### src/rtl/assert_macros.svh
// assertion macros used by dense_trajectory_resampler
// expects i_clk and i_rst_n in the scope of use
`ifndef ASSERT_MACROS_SVH
`define ASSERT_MACROS_SVH

// consequent checked in the cycle after the antecedent
`define ASSERT_NEXT(label, ante, cons, msg) \
    label: assert property (@(posedge i_clk) disable iff (!i_rst_n) (ante) |=> (cons)) \
        else $error(msg);

// consequent checked in the same cycle
`define ASSERT_SAME(label, ante, cons, msg) \
    label: assert property (@(posedge i_clk) disable iff (!i_rst_n) (ante) |-> (cons)) \
        else $error(msg);

`endif

### src/rtl/dtr_pkg.sv
// types and constants of the dense trajectory resampler
// used by dtr_ctrl, dtr_datapath and dense_trajectory_resampler
`default_nettype none

package dtr_pkg;

    localparam int PI_Q     = 25736;
    localparam int TWO_PI_Q = 51472;
    localparam logic [30:0] ARC_MAX = 31'h7FFF_FFFF;

    localparam int LANES = 7;
    localparam int LW    = 33;
    localparam int DCW   = $clog2(LW + 1);

    localparam int L_X  = 0;
    localparam int L_Y  = 1;
    localparam int L_H  = 2;
    localparam int L_PL = 3;
    localparam int L_SP = 4;
    localparam int L_AC = 5;
    localparam int L_T  = 6;

    localparam logic REG_TIME_STEP = 1'b0;
    localparam logic [9:0] TIME_STEP_RESET = 10'd100;

    typedef struct packed {
        logic signed [31:0] pos_x;
        logic signed [31:0] pos_y;
        logic signed [15:0] heading;
        logic        [30:0] path_length;
        logic signed [15:0] speed;
        logic signed [15:0] accel;
        logic        [19:0] time_ms;
        logic               last;
    } t_in_item;

    typedef struct packed {
        logic signed [31:0] out_x;
        logic signed [31:0] out_y;
        logic signed [15:0] out_heading;
        logic        [30:0] arc_length;
        logic        [30:0] ref_length;
        logic signed [15:0] out_speed;
        logic signed [15:0] out_accel;
        logic        [19:0] out_time_ms;
        logic               end_of_run;
        logic               clamped;
    } t_out_item;

    typedef enum logic [3:0] {
        ST_IDLE,
        ST_CHECK,
        ST_COUNT,
        ST_DIV,
        ST_SQA,
        ST_SQB,
        ST_RINIT,
        ST_ROOT,
        ST_EINIT,
        ST_EMIT,
        ST_FINAL,
        ST_COMMIT
    } t_state;

    typedef struct packed {
        logic load;
        logic count_init;
        logic count_step;
        logic div_init;
        logic div_step;
        logic sq_a;
        logic sq_b;
        logic root_init;
        logic root_step;
        logic emit_init;
        logic emit_step;
        logic emit_final;
        logic commit;
    } t_cmd;

    typedef struct packed {
        logic seg_ok;
        logic last;
        logic count_done;
        logic div_done;
        logic root_done;
        logic emit_last;
        logic out_free;
    } t_stat;

endpackage

`default_nettype wire

### src/rtl/dtr_ctrl.sv
// controller state machine of the resampler
// depends on dtr_pkg; drives dtr_datapath through command and status structs
`default_nettype none

module dtr_ctrl (
    input  wire logic          i_clk,
    input  wire logic          i_rst_n,
    input  wire logic          i_in_valid,
    output logic               o_in_ready,
    input  wire dtr_pkg::t_stat i_stat,
    output dtr_pkg::t_cmd      o_cmd
);

    dtr_pkg::t_state r_state, n_state;

    always_ff @(posedge i_clk) begin
        if (!i_rst_n) begin
            r_state <= dtr_pkg::ST_IDLE;
        end else begin
            r_state <= n_state;
        end
    end

    always_comb begin
        n_state = r_state;
        unique case (r_state)
            dtr_pkg::ST_IDLE: begin
                if (i_in_valid) n_state = dtr_pkg::ST_CHECK;
            end
            dtr_pkg::ST_CHECK: begin
                priority if (i_stat.seg_ok) n_state = dtr_pkg::ST_COUNT;
                else if (i_stat.last)       n_state = dtr_pkg::ST_FINAL;
                else                        n_state = dtr_pkg::ST_COMMIT;
            end
            dtr_pkg::ST_COUNT: begin
                if (i_stat.count_done) n_state = dtr_pkg::ST_DIV;
            end
            dtr_pkg::ST_DIV: begin
                if (i_stat.div_done) n_state = dtr_pkg::ST_SQA;
            end
            dtr_pkg::ST_SQA:   n_state = dtr_pkg::ST_SQB;
            dtr_pkg::ST_SQB:   n_state = dtr_pkg::ST_RINIT;
            dtr_pkg::ST_RINIT: n_state = dtr_pkg::ST_ROOT;
            dtr_pkg::ST_ROOT: begin
                if (i_stat.root_done) n_state = dtr_pkg::ST_EINIT;
            end
            dtr_pkg::ST_EINIT: n_state = dtr_pkg::ST_EMIT;
            dtr_pkg::ST_EMIT: begin
                if (i_stat.out_free && i_stat.emit_last) begin
                    n_state = i_stat.last ? dtr_pkg::ST_FINAL : dtr_pkg::ST_COMMIT;
                end
            end
            dtr_pkg::ST_FINAL: begin
                if (i_stat.out_free) n_state = dtr_pkg::ST_IDLE;
            end
            dtr_pkg::ST_COMMIT: n_state = dtr_pkg::ST_IDLE;
            default: n_state = dtr_pkg::ST_IDLE;
        endcase
    end

    always_comb begin
        o_cmd      = '0;
        o_in_ready = 1'b0;
        unique case (r_state)
            dtr_pkg::ST_IDLE: begin
                o_in_ready = 1'b1;
                o_cmd.load = i_in_valid;
            end
            dtr_pkg::ST_CHECK: begin
                o_cmd.count_init = i_stat.seg_ok;
            end
            dtr_pkg::ST_COUNT: begin
                o_cmd.div_init   = i_stat.count_done;
                o_cmd.count_step = !i_stat.count_done;
            end
            dtr_pkg::ST_DIV: begin
                o_cmd.div_step = !i_stat.div_done;
            end
            dtr_pkg::ST_SQA:   o_cmd.sq_a = 1'b1;
            dtr_pkg::ST_SQB:   o_cmd.sq_b = 1'b1;
            dtr_pkg::ST_RINIT: o_cmd.root_init = 1'b1;
            dtr_pkg::ST_ROOT: begin
                o_cmd.root_step = !i_stat.root_done;
            end
            dtr_pkg::ST_EINIT: o_cmd.emit_init = 1'b1;
            dtr_pkg::ST_EMIT: begin
                o_cmd.emit_step = i_stat.out_free;
            end
            dtr_pkg::ST_FINAL: begin
                o_cmd.emit_final = i_stat.out_free;
            end
            dtr_pkg::ST_COMMIT: o_cmd.commit = 1'b1;
            default: o_cmd = '0;
        endcase
    end

endmodule

`default_nettype wire

### config.mk
export PLATFORM = sky130hd
export DESIGN_NAME = dtr_ctrl
export DESIGN_NICKNAME = d
export VERILOG_FILES = /design/src/rtl/assert_macros.svh /design/src/rtl/dtr_pkg.sv /design/src/rtl/dtr_ctrl.sv
export SDC_FILE = /design/constraint.sdc
export NUM_CORES = 1
export LEC_CHECK = 0
export BUFFER_PORTS_ARGS = -buffer_cell sky130_fd_sc_hd__buf_2
export CAP_MARGIN = 40
export CORE_AREA = 2 2 39 41
export DETAILED_ROUTE_END_ITERATION = 16
export DIE_AREA = 0 0 41 43
export PLACE_DENSITY = 0.65
export SLEW_MARGIN = 20
export SYNTH_ARGS = -nofsm -noshare
export SYNTH_HDL_FRONTEND = slang
export SYNTH_SLANG_ARGS = --single-unit
### constraint.sdc
create_clock -name i_clk -period 2.29 [get_ports i_clk]
set_clock_uncertainty 0.15 [all_clocks]
set_input_delay 0.3435 -clock i_clk [delete_from_list [all_inputs] [get_ports i_clk]]
set_output_delay 0.3435 -clock i_clk [all_outputs]
set_load 0.02 [all_outputs]
==> impl_metrics.env <==
export IMPL_cp_slowest_cell="dfxtp_1"
export IMPL_antenna_left=0
export IMPL_setup_viol=0
export IMPL_largestRegisters="r_state: 4 flops"
export IMPL_relSlewSlack=0.667
export IMPL_critPathKind="register to output port"
export IMPL_die_area_sq_mm=0.00176
export IMPL_clock_sinks=4
export IMPL_top_register="r_state"
export IMPL_hpwl_microns=841
export IMPL_nNetsFinal=89
export IMPL_grt_pass1_wl_mm=1.66
export IMPL_syn_area_sq_um=437
export IMPL_htreeDepth=1
export IMPL_coreArea_sq_mm=0.00138
export IMPL_hold_viol=0
export IMPL_cts_tree="yes"
export IMPL_grtUsageTotal=0.139
export IMPL_clk_path_buf_depth=2
export IMPL_die_h_microns=43
export IMPL_vias=493
export IMPL_dp_cells=90
export IMPL_final_setup_tns_ps=0
export IMPL_syn_nets=65
export IMPL_powerDensity_mw_per_mm2=1040
export IMPL_grt_pass1_vias=395
export IMPL_synth_cells=55
export IMPL_hold_path_class="input port to register"
export IMPL_worstPathMaxFanout=12
export IMPL_num_io_pins=24
export IMPL_root_buffer="clkbuf_4"
export IMPL_wire_per_inst_microns=12.0
export IMPL_cap_violations=0
export IMPL_dr_first_iter_drc_count=11
export IMPL_hold_buffers=0
export IMPL_clk_pin_slew_ps=40
export IMPL_grt_max_degree=17
export IMPL_start_kind="register"
export IMPL_ys_seq_area_frac=0.183
export IMPL_crit_chain="or2b_1 -> nor4b_1 -> buf_2"
export IMPL_critPathMaxStageDelay_ps=520
export IMPL_syn_to_final_growth_pct=32.1
export IMPL_timing_fmax_mhz=469
export IMPL_area_sequential_sq_um=80.1
export IMPL_antenna_cells=0
export IMPL_overflow=0
export IMPL_endpoint_kind="output port"
export IMPL_gp_congestion=0.814
export IMPL_post_cts_setup_buffers=0
export IMPL_largest_reg_flops=4
export IMPL_worstMarginPinSlew_ps=499
export IMPL_finalCriticalPeriod_ps=2130
export IMPL_clk_latency_ps=230
export IMPL_dr_pass1_iters=5
export IMPL_start_util=0.316
export IMPL_synth_cell_types=30
export IMPL_status="finished clean"
export IMPL_ys_seq_elements=4
export IMPL_n_fill_cell=160
export IMPL_maxSlewViolCount=0
export IMPL_port_buffers=23
export IMPL_synth_area_per_cell_sq_um=7.94
export IMPL_vias_per_cell=5.30
export IMPL_ys_warn_count=0
export IMPL_cts_resized=0
export IMPL_num_rows=14
export IMPL_antenna_found_initial=0
export IMPL_drt_total_wl_mm=1.12
export IMPL_die_width_microns=41
export IMPL_arrival_ps=1640
export IMPL_finalPower_mw=0.597
export IMPL_timing_final_crit_share=0.930
export IMPL_drc_errors=0
export IMPL_ir_worst_vdd_mv=0.432
export IMPL_rsz0062_at_grt="false"
export IMPL_post_route_util=0.417
export IMPL_cp_data_required_time_ps=1800
export IMPL_drive_above_1_share=0.403
export IMPL_leakagePower_nw=0.249
export IMPL_cts_inserted_buffers=3
export IMPL_multi_input_area_sq_um=335
export IMPL_stdcell_count=93
## synth_stat cells
cell type | count | share of area
nor2_1 | 6 | 0.052
nor3_1 | 5 | 0.057
dfxtp_1 | 4 | 0.18
and2_1 | 3 | 0.043
nor4_1 | 3 | 0.043
o21ai_0 | 3 | 0.034
a21boi_1 | 2 | 0.034
buf_2 | 2 | 0.023
clkbuf_1 | 2 | 0.017
nand2_1 | 2 | 0.017
nand2b_1 | 2 | 0.029
nand3b_1 | 2 | 0.034
nor4b_1 | 2 | 0.040
a21oi_1 | 1 | 0.011
inv_1 | 1 | 0.0086
mux2_1 | 1 | 0.026
mux2_2 | 1 | 0.026
nand2b_4 | 1 | 0.032
nand4bb_1 | 1 | 0.026
nor2b_1 | 1 | 0.014
o21a_1 | 1 | 0.017
o22ai_1 | 1 | 0.014
o31a_1 | 1 | 0.020
o31ai_1 | 1 | 0.017
o32ai_2 | 1 | 0.037
o32ai_4 | 1 | 0.063
or2b_1 | 1 | 0.017
or4_1 | 1 | 0.017
or4_4 | 1 | 0.026
xor2_1 | 1 | 0.020
## cells by family (layout without fill, tap and decap cells)
group | after synthesis | after routing | synth area share
xor gates and xnor gates | 1 | 1 | 0.0201
muxes | 2 | 2 | 0.0516
and+or+nand+nor | 31 | 31 | 0.447
DFF | 4 | 4 | 0.183
AOI/OAI and AO/OA | 12 | 12 | 0.249
buffers and inverters | 5 | 27 | 0.0487
## cells in the final DEF, fill, tap and decap left out
master     count
nand2b_1       2
o31a_1         1
nor2b_1        1
o32ai_2        1
clkbuf_4       3
or4_1          1
o21ai_0        3
mux2_1         1
nor2_1         6
o21a_1         1
xor2_1         1
nor4b_1        2
buf_2         23
dfxtp_1        4
nor3_1         5
and2_1         3
nand3b_1       2
a21boi_1       2
a21oi_1        1
inv_1          1
o31ai_1        1
or4_4          1
o32ai_4        1
nand2_1        2
or2b_1         1
o22ai_1        1
nand4bb_1      1
mux2_2         1
nor4_1         3
nand2b_4       1
## critical path: cells and delay by family, from the launching register on
| kind | cells | cell delay [ps] |
|---|---|---|
| flops | 1 | 520 |
| buf+inv | 1 | 220 |
| simple gates | 2 | 670 |
## metrics by stage
| stage | cell area (sq um) | setup slack [ps] | hold slack (ps) |
|---|---|---|---|
| 6_report | 577 | 159 | 213 |
| 5_1_grt | 577 | 45.7 | 227 |
| 4_1_cts | 577 | 134 | 216 |
| 3_5_place_dp | 554 | 296 | 457 |
| 3_3_place_gp | 554 | 344 | 450 |
| 2_1_floorplan | 437 | 396 | 311 |
## metal layers
layer	global-route usage	part of all wire	routed length, microns	vias up
li1	-	-	-	252
met1	0.170	0.43	482	223
met2	0.203	0.48	540	16
met3	0.0157	0.073	82	2
met4	0.120	0.011	12	0
met5	0	0	0	-
## cell type report
| cell class | count | share of cell area |
|---|---|---|
| clock buffers | 3 | 0.0390 |
| inverters | 1 | 0.00651 |
| multi-input cells | 46 | 0.581 |
| flip-flops and latches | 4 | 0.139 |
| well taps | 16 | 0.0347 |
| repair buffers | 23 | 0.200 |
## path summary, 6_finish.rpt
check | start | to | slack (ps) | depth (start not counted)
worst max register to register | r_state[3]$_SDFFE_PN0P_ | r_state[1]$_SDFFE_PN0P_ | 280 | 4
worst min-delay path | i_rst_n | r_state[2]$_SDFFE_PN0P_ | 210 | 2
worst max-delay path | r_state[0]$_SDFFE_PN0P_ | o_cmd[11] | 160 | 3
worst min register to register | r_state[0]$_SDFFE_PN0P_ | r_state[0]$_SDFFE_PN0P_ | 500 | 2
## where the power goes
group | total [mW] | switching (mW) | internal (mW)
Combinational | 0.350 | 0.192 | 0.158
Sequential | 0.164 | 0.0717 | 0.0920
Clock | 0.0836 | 0.0252 | 0.0584
No activity file was read; power rests on OpenSTA's default activity.
